`src/sv/mtsf_pkg.sv`:
```
// ----------------------------------------------------------------------------
// mtsf_pkg
// shared sizes, types and function codes of the multi-term substring filter
// ----------------------------------------------------------------------------
package mtsf_pkg;

  // query limits
  localparam int MaxTerms   = 8;
  localparam int MaxTermLen = 32;

  // derived widths
  localparam int LenW     = $clog2(MaxTermLen + 1);
  localparam int CountW   = $clog2(MaxTerms + 1);
  localparam int TermIdxW = (MaxTerms > 1) ? $clog2(MaxTerms) : 1;
  localparam int PosW     = (MaxTermLen > 1) ? $clog2(MaxTermLen) : 1;

  localparam int ByteW   = 8;
  localparam int IndexW  = 16;

  localparam logic [ByteW-1:0]      SpaceChar = 8'h20;
  localparam logic [MaxTermLen-1:0] VecOne    = MaxTermLen'(1);

  // item function codes
  typedef enum logic [1:0] {
    FuncClear  = 2'd0,
    FuncAppend = 2'd1,
    FuncRecord = 2'd2,
    FuncEnd    = 2'd3
  } func_e;

  // one item as it leaves the input register
  typedef struct packed {
    logic             valid;
    func_e            func;
    logic [ByteW-1:0] data;
  } op_t;

  typedef logic [MaxTerms-1:0][MaxTermLen-1:0][ByteW-1:0] chars_t;
  typedef logic [MaxTerms-1:0][LenW-1:0]                  lens_t;

endpackage

```
`src/sv/mtsf_query.sv`:
```
// ----------------------------------------------------------------------------
// mtsf_query
// query store: splits query bytes into terms, keeps characters and lengths
// ----------------------------------------------------------------------------
module mtsf_query (
  input  logic            clk_i,
  input  logic            rst_ni,
  input  mtsf_pkg::op_t   op_i,
  output mtsf_pkg::chars_t chars_o,
  output mtsf_pkg::lens_t lens_o,
  output logic            overflow_o
);

  mtsf_pkg::chars_t chars_q;
  mtsf_pkg::lens_t  lens_q, lens_d;
  logic [mtsf_pkg::CountW-1:0]   count_q, count_d;
  logic                          ovf_q, ovf_d;
  logic                          drop_q, drop_d;
  logic [mtsf_pkg::TermIdxW-1:0] cur;
  logic [mtsf_pkg::LenW-1:0]     cur_len;
  logic                          wr_en;
  logic [mtsf_pkg::PosW-1:0]     wr_pos;

  assign cur      = mtsf_pkg::TermIdxW'(count_q - mtsf_pkg::CountW'(1));
  assign cur_len  = lens_q[cur];
  assign wr_pos   = cur_len[mtsf_pkg::PosW-1:0];

  // term splitting and overflow tracking
  always_comb begin
    lens_d  = lens_q;
    count_d = count_q;
    ovf_d   = ovf_q;
    drop_d  = drop_q;
    wr_en   = 1'b0;
    if (op_i.valid) begin
      case (op_i.func)
        mtsf_pkg::FuncClear: begin
          lens_d  = '0;
          count_d = mtsf_pkg::CountW'(1);
          ovf_d   = 1'b0;
          drop_d  = 1'b0;
        end
        mtsf_pkg::FuncAppend: begin
          if (op_i.data == mtsf_pkg::SpaceChar) begin
            if (drop_q || (count_q >= mtsf_pkg::CountW'(mtsf_pkg::MaxTerms))) begin
              drop_d = 1'b1;
              ovf_d  = 1'b1;
            end else begin
              count_d = count_q + mtsf_pkg::CountW'(1);
            end
          end else if (drop_q || (cur_len >= mtsf_pkg::LenW'(mtsf_pkg::MaxTermLen))) begin
            ovf_d = 1'b1;
          end else begin
            wr_en        = 1'b1;
            lens_d[cur]  = cur_len + mtsf_pkg::LenW'(1);
          end
        end
        default: begin
        end
      endcase
    end
  end

  // control state
  always_ff @(posedge clk_i or negedge rst_ni) begin
    if (!rst_ni) begin
      lens_q  <= '0;
      count_q <= mtsf_pkg::CountW'(1);
      ovf_q   <= 1'b0;
      drop_q  <= 1'b0;
    end else begin
      lens_q  <= lens_d;
      count_q <= count_d;
      ovf_q   <= ovf_d;
      drop_q  <= drop_d;
    end
  end

  // term characters, written one byte at a time
  always_ff @(posedge clk_i) begin
    if (wr_en) begin
      chars_q[cur][wr_pos] <= op_i.data;
    end
  end

  assign chars_o    = chars_q;
  assign lens_o     = lens_q;
  assign overflow_o = ovf_q;

endmodule

```
`src/sv/mtsf_match.sv`:
```
// ----------------------------------------------------------------------------
// mtsf_match
// shift-and matcher: one partial-match vector and found flag per term,
// all terms advance together on each record byte
// ----------------------------------------------------------------------------
module mtsf_match (
  input  logic             clk_i,
  input  logic             rst_ni,
  input  mtsf_pkg::op_t    op_i,
  input  mtsf_pkg::chars_t chars_i,
  input  mtsf_pkg::lens_t  lens_i,
  output logic             all_found_o
);

  logic [mtsf_pkg::MaxTerms-1:0][mtsf_pkg::MaxTermLen-1:0] pm_q, pm_d;
  logic [mtsf_pkg::MaxTerms-1:0] seen_q, seen_d;
  logic [mtsf_pkg::MaxTerms-1:0] term_ok;
  logic [mtsf_pkg::MaxTermLen-1:0] cmask, keep, last, step;

  // per-term vector update
  always_comb begin
    pm_d   = pm_q;
    seen_d = seen_q;
    cmask  = '0;
    keep   = '0;
    last   = '0;
    step   = '0;
    for (int t = 0; t < mtsf_pkg::MaxTerms; t++) begin
      for (int j = 0; j < mtsf_pkg::MaxTermLen; j++) begin
        cmask[j] = (chars_i[t][j] == op_i.data);
        keep[j]  = (mtsf_pkg::LenW'(j) < lens_i[t]);
        last[j]  = (mtsf_pkg::LenW'(j + 1) == lens_i[t]);
      end
      step = ((pm_q[t] << 1) | mtsf_pkg::VecOne) & cmask & keep;
      if (op_i.valid && (op_i.func == mtsf_pkg::FuncRecord) &&
          (lens_i[t] != '0)) begin
        pm_d[t] = step;
        if (|(step & last)) begin
          seen_d[t] = 1'b1;
        end
      end
    end
    // any other item drops partial matches
    if (op_i.valid && (op_i.func != mtsf_pkg::FuncRecord)) begin
      pm_d   = '0;
      seen_d = '0;
    end
  end

  always_ff @(posedge clk_i or negedge rst_ni) begin
    if (!rst_ni) begin
      pm_q   <= '0;
      seen_q <= '0;
    end else begin
      pm_q   <= pm_d;
      seen_q <= seen_d;
    end
  end

  // empty terms always match
  always_comb begin
    for (int t = 0; t < mtsf_pkg::MaxTerms; t++) begin
      term_ok[t] = seen_q[t] || (lens_i[t] == '0);
    end
  end

  assign all_found_o = &term_ok;

endmodule

```
`src/sv/multi_term_substring_filter_top.sv`:
```
// ----------------------------------------------------------------------------
// multi_term_substring_filter_top
// multi-term substring AND filter: query loading, parallel shift-and match
// of every term against a record stream, one result per end of record
//
//   channel  | direction | tdata                            | tuser
//   s_axis   | in        | [7:0] data_byte                  | [1:0] func
//   m_axis   | out       | [15:0] record_index,             | -
//            |           | [16] all_terms_found,            |
//            |           | [17] query_overflow              |
//
// one item per cycle sustained while no end item waits on a stalled result
// register; an item is worked between the input register and the result
// register, as it leaves the input register; end-of-record results are loaded
// at the edge where the item leaves the input register; only a stalled result
// register holds an end-of-record item back, and then the input stalls with it
// reset gives a single empty query term and record index zero
// ----------------------------------------------------------------------------
module multi_term_substring_filter_top (
  input  logic        clk_i,
  input  logic        rst_ni,
  input  logic        s_axis_tvalid,
  output logic        s_axis_tready,
  input  logic [7:0]  s_axis_tdata,   // [7:0] data_byte
  input  logic [1:0]  s_axis_tuser,   // [1:0] func
  output logic        m_axis_tvalid,
  input  logic        m_axis_tready,
  output logic [23:0] m_axis_tdata    // [15:0] record_index, [16] all_terms_found,
                                      // [17] query_overflow, [23:18] zero
);

  logic                              in_valid_q;
  mtsf_pkg::func_e                   in_func_q;
  logic [mtsf_pkg::ByteW-1:0]        in_data_q;
  logic                              advance;
  logic                              out_load;
  logic                              out_valid_q;
  logic [mtsf_pkg::IndexW-1:0]       out_index_q;
  logic                              out_all_q;
  logic                              out_ovf_q;
  logic [mtsf_pkg::IndexW-1:0]       rec_cnt_q;
  mtsf_pkg::op_t                     op;
  mtsf_pkg::chars_t                  chars;
  mtsf_pkg::lens_t                   lens;
  logic                              overflow;
  logic                              all_found;

  // input register moves on unless an end item waits on a full result register
  assign advance  = in_valid_q &&
                    ((in_func_q != mtsf_pkg::FuncEnd) || !out_valid_q || m_axis_tready);
  assign out_load = advance && (in_func_q == mtsf_pkg::FuncEnd);
  assign s_axis_tready = !in_valid_q || advance;

  assign op = '{valid: advance, func: in_func_q, data: in_data_q};

  // control registers
  always_ff @(posedge clk_i or negedge rst_ni) begin
    if (!rst_ni) begin
      in_valid_q  <= 1'b0;
      out_valid_q <= 1'b0;
      rec_cnt_q   <= '0;
    end else begin
      if (s_axis_tready) begin
        in_valid_q <= s_axis_tvalid;
      end
      if (out_load) begin
        out_valid_q <= 1'b1;
        rec_cnt_q   <= rec_cnt_q + mtsf_pkg::IndexW'(1);
      end else if (m_axis_tready) begin
        out_valid_q <= 1'b0;
      end
    end
  end

  // payload registers
  always_ff @(posedge clk_i) begin
    if (s_axis_tready && s_axis_tvalid) begin
      in_func_q <= mtsf_pkg::func_e'(s_axis_tuser);
      in_data_q <= s_axis_tdata;
    end
    if (out_load) begin
      out_index_q <= rec_cnt_q;
      out_all_q   <= all_found;
      out_ovf_q   <= overflow;
    end
  end

  mtsf_query u_query (
    .clk_i      (clk_i),
    .rst_ni     (rst_ni),
    .op_i       (op),
    .chars_o    (chars),
    .lens_o     (lens),
    .overflow_o (overflow)
  );

  mtsf_match u_match (
    .clk_i       (clk_i),
    .rst_ni      (rst_ni),
    .op_i        (op),
    .chars_i     (chars),
    .lens_i      (lens),
    .all_found_o (all_found)
  );

  assign m_axis_tvalid = out_valid_q;
  assign m_axis_tdata  = {6'd0, out_ovf_q, out_all_q, out_index_q};

endmodule

```
`config.mk`:
```
export PLATFORM = sky130hd
export DESIGN_NAME = multi_term_substring_filter_top
export DESIGN_NICKNAME = d
export VERILOG_FILES = /design/src/sv/mtsf_pkg.sv /design/src/sv/mtsf_query.sv /design/src/sv/mtsf_match.sv /design/src/sv/multi_term_substring_filter_top.sv
export SDC_FILE = /design/constraint.sdc
export NUM_CORES = 2
export LEC_CHECK = 0
export CAP_MARGIN = 20
export CORE_MARGIN = 1
export CORE_UTILIZATION = 55
export CTS_BUF_LIST = sky130_fd_sc_hd__clkbuf_4 sky130_fd_sc_hd__clkbuf_8
export DETAILED_ROUTE_END_ITERATION = 10
export DONT_BUFFER_PORTS = 1
export PLACE_DENSITY = 0.7
export SETUP_SLACK_MARGIN = 0.2
export SKIP_CTS_REPAIR_TIMING = 1
export SLEW_MARGIN = 20
export SYNTH_ARGS = -nofsm -noshare
export SYNTH_HDL_FRONTEND = slang
export SYNTH_SLANG_ARGS = --single-unit
```
`constraint.sdc`:
```
create_clock -name clk_i -period 9.14 [get_ports clk_i]
set_input_delay 1.371 -clock clk_i [delete_from_list [all_inputs] [get_ports clk_i]]
set_output_delay 1.371 -clock clk_i [all_outputs]
set_load 0.01 [all_outputs]
```
==> run metrics <==
status=completed; Worst-Margin Slew=around 1.2 ns; Initial Utilization=a little under three fifths; FF-to-FF Start=u_query.count_q[0]; DR vias=about 63000; Mapped Avg Cell Area=about 14 um2; Critical path origin=u_query.count_q[0]; CP top delay family=simple AND/OR/NAND/NOR gates; Vias/cell=between 6 and 7; share of layout cells above drive strength 1=between 10% and 20%; relative max-transition margin=19.7%; Max Slew Vio Count=0; final setup fails=0; worst hold path class=in2async; total track usage=around 27%; Die H=444 um; P_leak=0.0368 uW; EDFF count, synth=2076; most common library cells after synthesis=edfxtp_1 (2076), xnor2_1 (1765), nor2_1 (421), nand4_1 (339), dfrtp_1 (327); fin crit share=between 60% and 70%; Arr. time, crit path=about 6.6 ns; Post-synth top flop=edfxtp_1; Synth area leader=edfxtp_1; Final ANT Viol Nets=0; CTS max path bufs=4; RSZ-0062 raised after global routing=no; worst-path cell chain=inv_2 -> ha_1 -> xnor2_1 -> nand2_1 -> o221ai_1 -> a21oi_1 -> inv_1 -> ha_1 -> and2_1 -> nand3_1 -> nor2_1; Cell variety after synth=between 100 and 150; first-pass GRT wire length=just over 400000 um; die area=around 0.20 mm2; Clock Latency Late Sink=1.09 ns; Setup crit start kind=flop; Power per Cell Area=~200 mW/mm2; clock sinks=2404; # port buffers=0; multi-input logic area=between 0.03 and 0.04 mm2; Tmin final=approximately 6 ns; Worst path slowest cell=nand3_1; I/O pin cnt=40; fin cells=10500; worst hold slack=0.0768 ns; Top cell by count, worst path=ha_1; drt pass-1 iters=8; crit-path max FO=16; Ys Warns=0; sequential area share after synthesis=between 60 and 70%; MaxCap Viol Count=0; Core Area=0.193 mm2; largest cells by area after synthesis=edfxtp_1 (58%), xnor2_1 (14%), dfrtp_1 (7.6%), xor2_1 (2.4%), nand4_1 (2.0%); Setup CP Type=reg2reg; largest net degree at the start of global routing=329; chip width=444 um; # nets final=a little under 8000; Critical Path RT=~9.8 ns; Setup Skew=0.0689 ns; Final Wtd Congestion=approximately 0.92; Crit path buffers/inverters=2; Crit path largest cell delay=roughly 0.92 ns; Mapped Cells=between 7000 and 8000; root buffer cell=clkbuf_8; gr ovfl total=0; initial antenna violation count=9; post-synthesis cell area=~0.11 mm2; Iteration-0 DRC Markers=roughly 6500; Seq. cell area=0.0705 mm2; async set-reset flop share out of synthesis=about 14%; most common cell in the netlist=edfxtp_1; maximum VDD drop=~110 uV; Wirelength per Cell=25.5 um; Final TNS setup=0 ns; DRC violations left=0; vias in the first global route=~62000; Worst-path clk slew=around 0.07 ns; TritonCTS clock tree=done; placed insts=~10000; Final Hold Fails=0; Final Total Pwr=roughly 23000 uW; Yosys top cell area share=around three fifths; P&R area growth vs syn=9.46%; register bit total from synthesis=approximately 2400; CP endpoint kind=flop; CTS Buf Count=between 300 and 400; H-tree depth=5; DRT Wirelength=between 200000 and 300000 um; FMAX=around 170 MHz; # rows=161; DP HPWL=about 160000 um; Fill cells=14400
[cell usage in the layout, fill, tap and decap left out, drive strengths merged, types with 10 or more instances in the layout]
cell	count
mux2i	18
nand3	216
nand4	339
dfrtp	327
nand2b	52
o31ai	10
o211ai	50
nand3b	10
and3	22
nand2	316
nor2	421
edfxtp	2076
a32oi	21
or4b	20
inv	31
a21o	11
a21oi	39
or3	25
buf	147
o2111ai	26
nor4b	10
a22oi	14
or4	24
nand4b	10
and2	22
clkbuf	581
o21ai	89
a31oi	21
nor4	176
xor2	300
or2	26
clkinv	95
xnor2	1766
a32o	22
nor2b	16
o311ai	33
a2111oi	17
nor3	212
a22o	202
bufinv	17
[through the flow]
stage	area, um2	util, %	setup slack [ns]
2_1_floorplan	107000	-	3.41
4_1_cts	117000	60.8	3.33
5_1_grt	117000	60.8	3.00
6_report	117000	60.8	3.22
3_3_place_gp	109000	56.6	3.57
3_5_place_dp	109000	56.6	3.37
[cells by family (layout without fill, tap and decap cells)]
logic type	count (synthesis)	count (layout)	synth area share (%)
buffers and inverters	477	883	2.63
DFF	2404	2404	65.8
muxes	26	26	0.315
AOI/OAI and AO/OA	652	652	4.81
adders and majority gates	7	7	0.0817
other	1	10	0.00350
xor gates and xnor gates	2066	2066	16.9
and+or+nand+nor	1947	1947	9.46
[per-layer routing]
layer / GRT usage [%] / part of all wire [%]
met5: 0 / 0.035
met1: 38.6 / 43
met2: 39.8 / 44
met4: 11.7 / 4.2
met3: 6.98 / 9.0
[layout make-up]
type	instances	area share, %
clock buffers	581	6.07
flip-flops and latches	2404	60.1
inverters	29	0.0928
repair buffers	150	1.22
well taps	2526	2.69
clock inverters	123	0.864
multi-input cells	4704	28.9
diodes	4	0.00853
[final timing paths]
check | slack (ns) | depth (start not counted) | end
min in group clk_i | 0.39 | 0 | in_func_q[1]
worst max register to register | 3.22 | 11 | u_query.chars_o[889]
worst max-delay path | 3.22 | 11 | u_query.chars_o[889]
worst min-delay path | 0.08 | 0 | u_match.pm_q[100]
worst min register to register | 0.46 | 0 | out_ovf_q
max in group asynchronous | 7.81 | 1 | rec_cnt_q[1]
[flip-flops by register name, summed over array words and instances, names as in the netlist]
| signal | cells |
|---|---|
| out_all_q | 1 |
| in_func_q | 2 |
| u_query.overflow_o | 1 |
| u_query.drop_q | 1 |
| rec_cnt_q | 16 |
| out_index_q | 16 |
| u_query.lens_o | 48 |
| in_valid_q | 1 |
| out_ovf_q | 1 |
| u_query.count_q | 4 |
| u_match.pm_q | 248 |
| in_data_q | 8 |
| u_query.chars_o | 2048 |
| u_match.seen_q | 8 |
| m_axis_tvalid | 1 |
[where the power goes]
part / internal [uW] / total [uW] / switching [uW]
Combinational: 401 / 1280 / 877
Sequential: 12000 / 12000 / 38.3
Clock: 5460 / 9640 / 4190
Total: 17800 / 22900 / 5100
No activity file was read; power rests on OpenSTA's default activity.
